<file path="config.mk">
export PLATFORM = sky130hd
export DESIGN_NAME = bce_mean_loss
export DESIGN_NICKNAME = d
export VERILOG_FILES = /design/src/design/bce_pkg.sv /design/src/design/bce_mean_loss.sv /design/src/design/bce_front.sv /design/src/design/bce_fifo.sv /design/src/design/bce_back.sv
export SDC_FILE = /design/constraint.sdc
export NUM_CORES = 2
export LEC_CHECK = 0
export ABC_AREA = 1
export BUFFER_PORTS_ARGS = -buffer_cell sky130_fd_sc_hd__buf_4
export CORE_MARGIN = 2
export CORE_UTILIZATION = 60
export DETAILED_ROUTE_END_ITERATION = 7
export PLACE_DENSITY = 0.77
export REMOVE_ABC_BUFFERS = 1
export SYNTH_ARGS = -nofsm -noshare
export SYNTH_HDL_FRONTEND = slang
export SYNTH_MEMORY_MAX_BITS = 65536
export SYNTH_SLANG_ARGS = --single-unit
</file>
<file path="constraint.sdc">
create_clock -name clk -period 13.1 [get_ports clk]
set_input_delay 3.275 -clock clk [delete_from_list [all_inputs] [get_ports clk]]
set_output_delay 3.275 -clock clk [all_outputs]
set_load 0.01 [all_outputs]
</file>
<file path="src/design/bce_pkg.sv">
// shared types, constants and log table for the bce mean loss block
`default_nettype none
package bce_pkg;
  localparam int unsigned ONE_Q = 65536;
  localparam logic [15:0] LN2_Q16 = 16'd45426;

  localparam logic [1:0] REG_DIV_MODE = 2'd0;
  localparam logic [1:0] REG_ROW_LEN  = 2'd1;

  // queue entry from the loss front end to the accumulate back end
  typedef struct packed {
    logic [19:0] loss;
    logic        last;
  } loss_item_t;

  function automatic logic [15:0] log_tab(input logic [5:0] i);
    logic [15:0] v;
    case (i)
      6'd0: v = 16'd0;      6'd1: v = 16'd1016;   6'd2: v = 16'd2017;
      6'd3: v = 16'd3002;   6'd4: v = 16'd3973;   6'd5: v = 16'd4930;
      6'd6: v = 16'd5873;   6'd7: v = 16'd6802;   6'd8: v = 16'd7719;
      6'd9: v = 16'd8623;   6'd10: v = 16'd9515;  6'd11: v = 16'd10394;
      6'd12: v = 16'd11262; 6'd13: v = 16'd12119; 6'd14: v = 16'd12965;
      6'd15: v = 16'd13800; 6'd16: v = 16'd14624; 6'd17: v = 16'd15438;
      6'd18: v = 16'd16242; 6'd19: v = 16'd17037; 6'd20: v = 16'd17821;
      6'd21: v = 16'd18597; 6'd22: v = 16'd19364; 6'd23: v = 16'd20121;
      6'd24: v = 16'd20870; 6'd25: v = 16'd21611; 6'd26: v = 16'd22343;
      6'd27: v = 16'd23067; 6'd28: v = 16'd23783; 6'd29: v = 16'd24492;
      6'd30: v = 16'd25193; 6'd31: v = 16'd25886; 6'd32: v = 16'd26573;
      6'd33: v = 16'd27252; 6'd34: v = 16'd27924; 6'd35: v = 16'd28589;
      6'd36: v = 16'd29248; 6'd37: v = 16'd29900; 6'd38: v = 16'd30546;
      6'd39: v = 16'd31185; 6'd40: v = 16'd31818; 6'd41: v = 16'd32445;
      6'd42: v = 16'd33067; 6'd43: v = 16'd33682; 6'd44: v = 16'd34292;
      6'd45: v = 16'd34896; 6'd46: v = 16'd35494; 6'd47: v = 16'd36087;
      6'd48: v = 16'd36675; 6'd49: v = 16'd37258; 6'd50: v = 16'd37835;
      6'd51: v = 16'd38407; 6'd52: v = 16'd38975; 6'd53: v = 16'd39537;
      6'd54: v = 16'd40095; 6'd55: v = 16'd40648; 6'd56: v = 16'd41196;
      6'd57: v = 16'd41740; 6'd58: v = 16'd42280; 6'd59: v = 16'd42815;
      6'd60: v = 16'd43345; 6'd61: v = 16'd43872; 6'd62: v = 16'd44394;
      default: v = 16'd44912;
    endcase
    return v;
  endfunction
endpackage
`default_nettype wire

</file>
<file path="src/design/bce_mean_loss.sv">
// bce mean loss top level: config registers, front end, queue and back end
// path: 4 front stages and a queue slot, then the divider in the back end
// throughput: one pair per cycle while accumulating; each mean holds the back end
// while the divider runs (one quotient bit per cycle) and until its result is taken
// reset: synchronous active low rst_n clears pipeline, queue, sum, count and registers
`default_nettype none
module bce_mean_loss #(
  parameter int MAX_ELEMENTS = 4096
) (
  input  wire logic        clk,
  input  wire logic        rst_n,
  input  wire logic        in_valid,
  output logic             in_ready,
  input  wire logic [16:0] in_prediction,
  input  wire logic [16:0] in_target,
  input  wire logic        in_last_element,
  output logic             out_valid,
  input  wire logic        out_ready,
  output logic [31:0]      out_mean_loss,
  output logic [12:0]      out_element_count,
  input  wire logic        cfg_psel,
  input  wire logic        cfg_penable,
  input  wire logic        cfg_pwrite,
  input  wire logic [2:0]  cfg_paddr,
  input  wire logic [31:0] cfg_pwdata,
  output logic [31:0]      cfg_prdata,
  output logic             cfg_pready
);
  logic        mode_r;
  logic [12:0] rowlen_r;
  // register index is the word address
  logic [1:0]  ridx;
  assign ridx = {1'b0, cfg_paddr[2]};
  assign cfg_pready = 1'b1;
  always_comb begin
    case (ridx)
      bce_pkg::REG_DIV_MODE: cfg_prdata = {31'd0, mode_r};
      bce_pkg::REG_ROW_LEN:  cfg_prdata = {19'd0, rowlen_r};
      default:               cfg_prdata = 32'd0;
    endcase
  end
  always_ff @(posedge clk) begin
    if (!rst_n) begin
      mode_r <= 1'b0; rowlen_r <= 13'd1;
    end else if (cfg_psel && cfg_penable && cfg_pwrite) begin
      if (ridx == bce_pkg::REG_DIV_MODE) mode_r <= cfg_pwdata[0];
      else if (ridx == bce_pkg::REG_ROW_LEN) rowlen_r <= cfg_pwdata[12:0];
    end
  end

  logic fr_valid, fr_ready, q_valid, q_ready;
  bce_pkg::loss_item_t fr_item, q_item;

  bce_front u_front (.clk, .rst_n, .in_valid, .in_ready,
    .prediction(in_prediction), .target(in_target), .last_element(in_last_element),
    .fr_valid, .fr_ready, .fr_item);

  bce_fifo u_fifo (.clk, .rst_n, .wr_valid(fr_valid), .wr_ready(fr_ready),
    .wr_item(fr_item), .rd_valid(q_valid), .rd_ready(q_ready), .rd_item(q_item));

  bce_back #(.MAX_ELEMENTS(MAX_ELEMENTS)) u_back (.clk, .rst_n, .q_valid, .q_ready,
    .q_item, .div_mode(mode_r), .row_len(rowlen_r), .out_valid, .out_ready,
    .out_mean_loss, .out_element_count);
endmodule
`default_nettype wire

</file>
<file path="src/design/bce_front.sv">
// front end: clamps a pair, takes both logs and forms the element loss over four stages
`default_nettype none
module bce_front (
  input  wire logic                clk,
  input  wire logic                rst_n,
  input  wire logic                in_valid,
  output logic                     in_ready,
  input  wire logic [16:0]         prediction,
  input  wire logic [16:0]         target,
  input  wire logic                last_element,
  output logic                     fr_valid,
  input  wire logic                fr_ready,
  output bce_pkg::loss_item_t      fr_item
);
  // stage 1: clamp, stage 2: normalize, stage 3: table and interpolate,
  // stage 4: weight and round
  logic        v1_r, v2_r, v3_r, v4_r;
  logic [15:0] p1_r, q1_r;
  logic [16:0] t1_r, t2_r, t3_r;
  logic        l1_r, l2_r, l3_r, l4_r;
  logic [4:0]  ep_r, eq_r;
  logic [30:0] fp_r, fq_r;
  logic [20:0] nlp_r, nlq_r;
  logic [19:0] loss_r;
  logic        adv;

  assign adv      = !v4_r || fr_ready;
  assign in_ready = adv;
  assign fr_valid = v4_r;
  assign fr_item  = '{loss: loss_r, last: l4_r};

  function automatic logic [4:0] msb_pos(input logic [15:0] m);
    logic [4:0] e;
    e = 5'd0;
    for (int i = 0; i < 16; i++) if (m[i]) e = 5'(i);
    return e;
  endfunction

  function automatic logic [20:0] neg_ln(input logic [4:0] e, input logic [30:0] f);
    logic [5:0]  idx;
    logic [24:0] rem;
    logic [15:0] lo, hi, lnf;
    logic [40:0] prod;
    idx  = f[30:25];
    rem  = f[24:0];
    lo   = bce_pkg::log_tab(idx);
    hi   = (idx == 6'd63) ? bce_pkg::LN2_Q16 : bce_pkg::log_tab(idx + 6'd1);
    prod = 41'(hi - lo) * 41'(rem);
    lnf  = lo + 16'(prod >> 25);
    return 21'(5'd16 - e) * 21'(bce_pkg::LN2_Q16) - 21'(lnf);
  endfunction

  logic [15:0] pc, qc;
  logic [16:0] tc;
  logic [31:0] np, nq;
  always_comb begin
    if (prediction == 17'd0) pc = 16'd1;
    else if (prediction[16] || prediction[15:0] == 16'hFFFF) pc = 16'hFFFF;
    else pc = prediction[15:0];
    tc = (target > 17'(bce_pkg::ONE_Q)) ? 17'(bce_pkg::ONE_Q) : target;
    qc = 16'(17'(bce_pkg::ONE_Q) - 17'(pc));
    np = {16'd0, p1_r} << (5'd31 - msb_pos(p1_r));
    nq = {16'd0, q1_r} << (5'd31 - msb_pos(q1_r));
  end

  logic [38:0] wsum;
  assign wsum = 39'(t3_r) * 39'(nlp_r) + 39'(17'(bce_pkg::ONE_Q) - t3_r) * 39'(nlq_r)
              + 39'(bce_pkg::ONE_Q / 2);

  always_ff @(posedge clk) begin
    if (!rst_n) begin
      v1_r <= 1'b0; v2_r <= 1'b0; v3_r <= 1'b0; v4_r <= 1'b0;
    end else if (adv) begin
      v1_r <= in_valid; v2_r <= v1_r; v3_r <= v2_r; v4_r <= v3_r;
    end
    if (adv) begin
      p1_r <= pc; q1_r <= qc; t1_r <= tc; l1_r <= last_element;
      ep_r <= msb_pos(p1_r); eq_r <= msb_pos(q1_r);
      fp_r <= np[30:0]; fq_r <= nq[30:0]; t2_r <= t1_r; l2_r <= l1_r;
      nlp_r <= neg_ln(ep_r, fp_r); nlq_r <= neg_ln(eq_r, fq_r);
      t3_r <= t2_r; l3_r <= l2_r;
      loss_r <= wsum[35:16]; l4_r <= l3_r;
    end
  end
endmodule
`default_nettype wire

</file>
<file path="src/design/bce_fifo.sv">
// short queue between loss front end and accumulate back end
`default_nettype none
module bce_fifo (
  input  wire logic                clk,
  input  wire logic                rst_n,
  input  wire logic                wr_valid,
  output logic                     wr_ready,
  input  wire bce_pkg::loss_item_t wr_item,
  output logic                     rd_valid,
  input  wire logic                rd_ready,
  output bce_pkg::loss_item_t      rd_item
);
  bce_pkg::loss_item_t mem_r [4];
  logic [1:0] wp_r, rp_r;
  logic [2:0] cnt_r;
  logic wr, rd;
  assign wr_ready = cnt_r != 3'd4;
  assign rd_valid = cnt_r != 3'd0;
  assign rd_item  = mem_r[rp_r];
  assign wr = wr_valid && wr_ready;
  assign rd = rd_valid && rd_ready;
  always_ff @(posedge clk) begin
    if (!rst_n) begin
      wp_r <= '0; rp_r <= '0; cnt_r <= '0;
    end else begin
      if (wr) wp_r <= wp_r + 2'd1;
      if (rd) rp_r <= rp_r + 2'd1;
      cnt_r <= cnt_r + 3'(wr) - 3'(rd);
    end
    if (wr) mem_r[wp_r] <= wr_item;
  end
endmodule
`default_nettype wire

</file>
<file path="src/design/bce_back.sv">
// back end: accumulates losses and runs a restoring divider on the last element
`default_nettype none
module bce_back #(
  parameter int MAX_ELEMENTS = 4096
) (
  input  wire logic                clk,
  input  wire logic                rst_n,
  input  wire logic                q_valid,
  output logic                     q_ready,
  input  wire bce_pkg::loss_item_t q_item,
  input  wire logic                div_mode,
  input  wire logic [12:0]         row_len,
  output logic                     out_valid,
  input  wire logic                out_ready,
  output logic [31:0]              out_mean_loss,
  output logic [12:0]              out_element_count
);
  localparam int CW = $clog2(MAX_ELEMENTS + 1);
  typedef enum logic [1:0] {ACC, DIV, HOLD} st_t;
  st_t         st_r;
  logic [47:0] sum_r;
  logic [CW-1:0] cnt_r;
  logic [47:0] quo_r;
  logic [16:0] dvs_r;
  logic [16:0] rmd_r;
  logic [5:0]  bit_r;
  logic [48:0] s_add;
  logic [47:0] s_sat;
  logic [CW-1:0] c_inc;
  logic [17:0] trial;

  assign q_ready   = (st_r == ACC);
  assign out_valid = (st_r == HOLD);
  assign s_add = {1'b0, sum_r} + 49'(q_item.loss);
  assign s_sat = s_add[48] ? '1 : s_add[47:0];
  assign c_inc = (cnt_r == CW'(MAX_ELEMENTS)) ? cnt_r : cnt_r + CW'(1);
  assign trial = {rmd_r, quo_r[47]} - {1'b0, dvs_r};

  always_ff @(posedge clk) begin
    if (!rst_n) begin
      st_r <= ACC; sum_r <= '0; cnt_r <= '0;
    end else begin
      case (st_r)
        ACC: if (q_valid) begin
          if (q_item.last) begin
            quo_r <= s_sat; rmd_r <= '0; bit_r <= 6'd0;
            if (div_mode) dvs_r <= (row_len == 13'd0) ? 17'd1 : 17'(row_len);
            else dvs_r <= 17'(c_inc);
            out_element_count <= 13'(c_inc);
            st_r <= DIV; sum_r <= '0; cnt_r <= '0;
          end else begin
            sum_r <= s_sat; cnt_r <= c_inc;
          end
        end
        DIV: begin
          // one quotient bit per cycle
          if (!trial[17]) begin
            rmd_r <= trial[16:0]; quo_r <= {quo_r[46:0], 1'b1};
          end else begin
            rmd_r <= {rmd_r[15:0], quo_r[47]}; quo_r <= {quo_r[46:0], 1'b0};
          end
          bit_r <= bit_r + 6'd1;
          if (bit_r == 6'd47) st_r <= HOLD;
        end
        HOLD: if (out_ready) st_r <= ACC;
        default: st_r <= ACC;
      endcase
    end
  end
  assign out_mean_loss = (quo_r[47:32] != 16'd0) ? 32'hFFFFFFFF : quo_r[31:0];
endmodule
`default_nettype wire

</file>
# After elaboration in Yosys (flattened, before gate mapping)
# Memory sizes are Yosys's and may differ from the RTL's. A register that Yosys moved wholly into a read port is not among the register bits.
# Cells that the tools add are included.
op_classes:
  n_reduce_logical: 20
  n_mul: 6
  n_mux: 68
  eq_ne: 12
  order_cmp: 1
  bitwise_logic: 1
  addsub: 24
  shift: 2
ops:
  columns: ["op", "count"]
  rows:
  - ["$mux 48", 4]
  - ["$mux 16", 8]
  - ["$pmux 48 s2", 1]
  - ["$mul 41x25->41", 2]
  - ["$mux 4", 16]
  - ["$shl 16x5->31", 2]
  - ["$mux 13", 4]
  - ["$mux 17", 3]
  - ["$add 48x20->49", 1]
  - ["$mul 21x15->20 const B", 2]
  - ["$sub 21x16->21", 2]
  - ["$mul 39x21->36", 1]
  - ["$add 36x16->36 const B", 1]
  - ["$add 36x36->36", 1]
  - ["$mul 17x21->36", 1]
  - ["$pmux 17 s2", 1]
  - ["$sub 16x16->17", 2]
  - ["$add 16x16->16", 2]
  - ["$mux 32", 1]
  - ["$pmux 13 s2", 1]
  - ["$mux 3", 8]
  - ["$mux 6", 4]
  - ["$mux 2", 10]
  - ["$add 6x1->6 const B", 3]
  - ["34 further kinds", 53]
word_totals:
  elab_cells: 173
  mem_bits_rw: 84
  memories: 5
  romBits: 4096
  reg_bits: 410
memory_table:
  columns: ["name", "words", "word_bits", "read_ports", "rd_ports_with_merged_regs", "write_ports", "line", "source"]
  rows:
  - ["(no name shown)", 64, 16, 1, 1, 0, "bce_pkg.sv:18", "case (i)"]
  - ["(no name shown)", 64, 16, 1, 0, 0, "bce_pkg.sv:18", null]
  - ["(no name shown)", 64, 16, 1, 1, 0, "bce_pkg.sv:18", null]
  - ["(no name shown)", 64, 16, 1, 0, 0, "bce_pkg.sv:18", null]
  - ["u_fifo.mem_r", 4, 21, 1, 1, 1, "bce_fifo.sv:13", "bce_pkg::loss_item_t mem_r [4];"]

# Depth between registers and ports, before layout
logic_depth:
  ltp_word: 18
  depth_mapped: 67
  depth_no_buf: 66

# Modules after synthesis
# A second synthesis with hierarchy kept.
hier_totals:
  hier_cells: 9017
  hier_area_um2: 71433.5
modules_own_cells:
  columns: ["module", "cells_per_inst", "area_each_um2", "instances"]
  rows:
  - ["bce_front", 7103, 56444.1, 1]
  - ["bce_back", 1502, 10436.3, 1]
  - ["bce_fifo", 269, 3639.7, 1]
  - ["bce_mean_loss", 143, 913.4, 1]

# Least setup slack after synthesis
# No wires, ideal clock.
synth_path:
  path_type: "reg-to-reg"
  from: "reg u_front.fp_r[26]"
  to: "reg u_front.nlp_r[20] (data pin)"
  path_stages_with_launch: 57
  period_less_slack_ns: 11.177
  n_path_buf: 2
  slack_ns: 1.923
  setup_time_ns: 0.260
  t_arrival_ns: 10.916
  cell_sequence: "edfxtp_1 > ha_1 > inv_1 > ha_1 > clkbuf_1 > clkbuf_1 > nor2_1 > o311ai_0 > a21oi_1 > a311oi_1 > ha_1 > a21oi_1 > nand2_1 > a21oi_1 > o21ai_1 > a21boi_0 > o21ai_1 > nand2_1 > [21 not listed] > xor2_1 > ha_1 > nand4_1 > o221ai_1 > a21oi_1 > o21bai_1 > a21oi_1 > o21bai_1 > xor2_1 > ha_1 > nand2_1 > o21ai_0 > o21bai_1 > nand3_1 > nand2_1 > nor3_1 > nand3_1 > xor2_1"
synth_via:
  elab_chain_len: 8
  elab_cells_between_ends: 9
synth_rtl:
  columns: ["item", "line", "source"]
  rows:
  - ["start: declaration", "bce_front.sv:22", "logic [30:0] fp_r, fq_r;"]
  - ["start signal: assignment", "bce_front.sv:79", "fp_r <= np[30:0]; fq_r <= nq[30:0]; t2_r <= t1_r; l2_r <= l1_r;"]
  - ["$add 6x1->6", "bce_front.sv:47", "hi = (idx == 6'd63) ? bce_pkg::LN2_Q16 : bce_pkg::log_tab(idx + 6'd1);"]
  - ["$mem_v2 64x16", null, null]
  - ["$mux 16", "bce_front.sv:76", "if (adv) begin"]
  - ["$mux 16 *", "bce_front.sv:47", null]
  - ["$sub 16x16->17 *", "bce_front.sv:48", "prod = 41'(hi - lo) * 41'(rem);"]
  - ["$mul 41x25->41 *", "bce_front.sv:48", null]
  - ["$add 16x16->16 *", "bce_front.sv:49", "lnf = lo + 16'(prod >> 25);"]
  - ["$sub 21x16->21 *", "bce_front.sv:50", "return 21'(5'd16 - e) * 21'(bce_pkg::LN2_Q16) - 21'(lnf);"]
  - ["end signal: assignment", "bce_front.sv:80", "nlp_r <= neg_ln(ep_r, fp_r); nlq_r <= neg_ln(eq_r, fq_r);"]
  - ["end: declaration", "bce_front.sv:23", "logic [20:0] nlp_r, nlq_r;"]
# Every way passes the cells marked *; elsewhere a longest branch is shown, timed or not. The select of a mux whose other input is x is not followed.
# A chain may end at the register's enable or synchronous reset.

# Worst setup path after layout
layout_path:
  from: "reg u_front.fq_r[26]"
  to: "reg u_front.nlq_r[19] (data pin)"
layout_via:
  elab_chain_len: 8
  elab_cells_between_ends: 9
layout_rtl:
  columns: ["item", "line"]
  rows:
  - ["start: declaration", "bce_front.sv:22"]
  - ["start signal: assignment", "bce_front.sv:79"]
  - ["$add 6x1->6", "bce_front.sv:47"]
  - ["$mem_v2 64x16", null]
  - ["$mux 16", "bce_front.sv:76"]
  - ["$mux 16 *", "bce_front.sv:47"]
  - ["$sub 16x16->17 *", "bce_front.sv:48"]
  - ["$mul 41x25->41 *", "bce_front.sv:48"]
  - ["$add 16x16->16 *", "bce_front.sv:49"]
  - ["$sub 21x16->21 *", "bce_front.sv:50"]
  - ["end signal: assignment", "bce_front.sv:80"]
  - ["end: declaration", "bce_front.sv:23"]
# Marked as above.

==> impl_metrics.py <==
metrics = {
    "grt": {
        "antenna_found_initial": 1,
        "overflow": 0,
        "grt_use_met2_pct": 52.3,
        "use_met3_pct": 3.61,
        "grt_pass1_wl_um": 297000,
        "gr-max-usage-layer": "met2",
        "grt_max_degree": 108,
        "grt_util_met1_pct": 38.8,
        "track_usage_pct": 30.4,
        "grt_pass1_vias": 58900,
    },
    "cells_and_area": {
        "nNetsFinal": 10300,
        "fin_area_sq_um": 74800,
        "regArea_sq_um": 13500,
        "multi_input_area_sq_um": 49100,
        "stdcell_count": 10200,
        "n_antenna_cell": 0,
        "final.fill_count": 9726,
        "syn_to_final_growth_pct": 5.75,
        "drive_gt1_share_pct": 5.38,
    },
    "status": {
        "violations": "design-rule violations",
        "status": "finished with violations",
    },
    "setup_path": {
        "rr_endpoint": "u_front.nlq_r[19]",
        "rrSetupSlack_ns": 0.95,
        "worstReg2RegStart": "u_front.fq_r[26]",
        "worst_setup_path_end_kind": "flop",
        "path_depth": 57,
        "cp_slowest_cell": "fa_1",
        "endpoint": "u_front.nlq_r[19]",
        "crit_start": "u_front.fq_r[26]",
        "critical_path_required_ns": 13.52,
        "critical_path_class": "flop to flop",
        "critPathLaunchType": "flop",
        "reg2reg_depth": 57,
        "max_stage_delay_ns": 0.56,
        "path_buf_inv": 10,
        "arrival_ns": 12.57,
        "timing.critical_path.max_delay_family": "adder cells",
        "crit_path_max_fanout": 25,
    },
    "sta": {
        "final_hold_viol_count": 0,
        "finalCritPeriodShare_pct": 92.8,
        "max_freq_ghz": 0.0823,
        "setup_viol": 0,
        "slew_headroom_pct": 18.7,
        "post-route-min-period_ns": 12.15,
        "rsz0062_at_grt": "no",
        "tightest_slew_ns": 1.22,
        "slew_viol_final": 0,
        "postLayoutSetupSlackWorst_ns": 0.948,
        "fin_setup_tns_ns": 0,
        "finClkSkew_ns": 0.0631,
    },
    "floorplanning": {
        "row_count": 125,
        "dieArea_sq_um": 121000,
        "fp.coreArea_sq_um": 117000,
        "top_level_ports": 157,
        "die_w_um": 347,
        "dieHeight_um": 347,
        "start_util_pct": 60.7,
    },
    "placed_design": {
        "dpl_cell_area_sq_um": 72800,
        "preCtsSetupSlack_ns": 0.996,
        "dp_hpwl_um": 143000,
        "port-buffer-count": 115,
        "gp_congestion": 0.935,
        "place_inst": 10000,
    },
    "detailed_routing": {
        "num_vias": 57000,
        "route.detailed.wl_per_inst_um": 17.7,
        "drt_iter0_drc": 4947,
        "drcViolationCount": 2,
        "wl_um": 180000,
        "vias_per_cell": 5.62,
        "ant_nets": 0,
        "firstDrtPassIters": 8,
    },
    "logic_synthesis": {
        "synth.most_common_cell": "nand2_1",
        "synth_area_sq_um": 70700,
        "synth.area.top_cells": "fa_1, edfxtp_1, ha_1, nand2_1, inv_1",
        "synth-seq-area-share_pct": 19.0,
        "synthTopCellsByCount": "nand2_1, inv_1, fa_1",
        "syn_area_per_cell_sq_um": 8.20,
        "yosysTopAreaCell": "fa_1",
        "yosysWarnings": 0,
        "synthFlopType": "edfxtp_1",
        "synth_edf_count": 367,
        "synth_top_area_share_pct": 28.2,
        "async_flop_share_pct": 0,
        "yosys.cell_types.count": 81,
        "ys_seq_elements": 489,
        "synth_cells": 8620,
    },
    "clock_tree": {
        "cts_sinks": 489,
        "cts-buffers-inserted": 54,
        "clockBufferDepth": 3,
        "cts_hold_buf": 0,
        "tritoncts": "built",
        "clk_latency_ns": 0.68,
        "cts_root_buf": "clkbuf_16",
        "h-tree-depth": 2,
        "clk_pin_slew_ns": 0.07,
    },
    "flow_run": {
        "maxCapViolations": 0,
    },
    "hold_path": {
        "hp-class": "flop to flop",
    },
}
==> kinds of logic (layout without fill, tap and decap cells) <==
kind of cell	Yosys count	count (layout)	share of synthesized area [%]
other cells	2	20	0.0106
buf+inv	2140	2132	11.8
xor+xnor	281	281	3.48
fa+ha+maj	1665	1665	40.0
flops	489	489	19.0
mux	1	1	0.0159
simple gates	3090	3090	18.1
compound gates	952	952	7.53
==> final cells by class <==
| type | count | share of cell area, % |
|---|---|---|
| Timing Repair Buffer | 222 | 2.23 |
| Tap cell | 1524 | 2.55 |
| Sequential cell | 489 | 18.0 |
| Multi-Input combinational cell | 6009 | 65.6 |
| Clock inverter | 37 | 0.639 |
| Inverter | 1809 | 9.10 |
| Clock buffer | 64 | 1.88 |
==> what timing repair did <==
action                                  4_1_cts  5_1_grt
gates resized for setup                       0        7
buffers inserted                              0        7
endpoints found under the setup margin        0        5
==> flip-flops by register name (all words and copies together) (netlist names), 13 cells and up, named ones only <==
register,cells
u_back.cnt_r,13
u_front.t2_r,17
u_back.dvs_r,13
u_front.fp_r,15
u_front.t3_r,17
u_back.quo_r,48
u_front.nlp_r,21
u_back.out_element_count,13
u_back.rmd_r,17
u_front.loss_r,20
u_back.sum_r,48
u_fifo.mem_r,84
u_front.p1_r,15
u_front.q1_r,16
rowlen_r,13
u_front.nlq_r,21
u_front.fq_r,15
u_front.t1_r,17
==> worst min-delay path by stage <==
stage	end	slack, ns	from	cells past startpoint
final	u_front.l2_r	0.41	u_front.l1_r	0
after global routing	u_front.t2_r[2]	0.42	u_front.t1_r[2]	0
after CTS	u_front.t3_r[4]	0.41	u_front.t2_r[4]	0
after detailed placement	u_front.t2_r[2]	0.41	u_front.t1_r[2]	0
after global placement	u_front.t3_r[6]	0.40	u_front.t2_r[6]	0
after floorplan	u_front.l2_r	0.40	u_front.l1_r	0
==> through the flow <==
stage,hold slack (ns),util (%)
after floorplan,0.400,-
after global placement,0.402,62.5
after detailed placement,0.405,62.5
after CTS,0.415,64.1
after global routing,0.422,64.2
final,0.414,64.2
==> per-layer routing <==
metal,routed length [um],share of wire (%)
met1,70700,39
met5,13,0.0072
met4,8540,4.7
met3,12100,6.7
met2,88600,49
==> placed cells by master (no fill, tap or decap), types with 9 or more instances in the layout <==
cell type,instances
a211oi_1,15
a21o_1,9
a21oi_1,388
a31oi_1,22
buf_4,221
clkbuf_16,54
clkinv_1,20
conb_1,20
dfxtp_1,122
edfxtp_1,367
fa_1,998
ha_1,666
inv_1,1767
inv_2,22
inv_6,9
nand2_1,1846
nand2_2,26
nand2_4,11
nand3_1,343
nand3_2,13
nand3b_1,9
nand4_1,51
nor2_1,619
nor2_2,15
nor3_1,66
nor4_1,28
o211ai_1,32
o21a_1,12
o21ai_0,329
o21ai_1,33
o21bai_1,14
o221ai_1,15
o22ai_1,28
o31ai_1,9
or2_2,32
xnor2_1,97
xor2_1,184
Power is not shown: default switching activity piles up to over one toggle a cycle in this logic, so the estimate is an artifact.
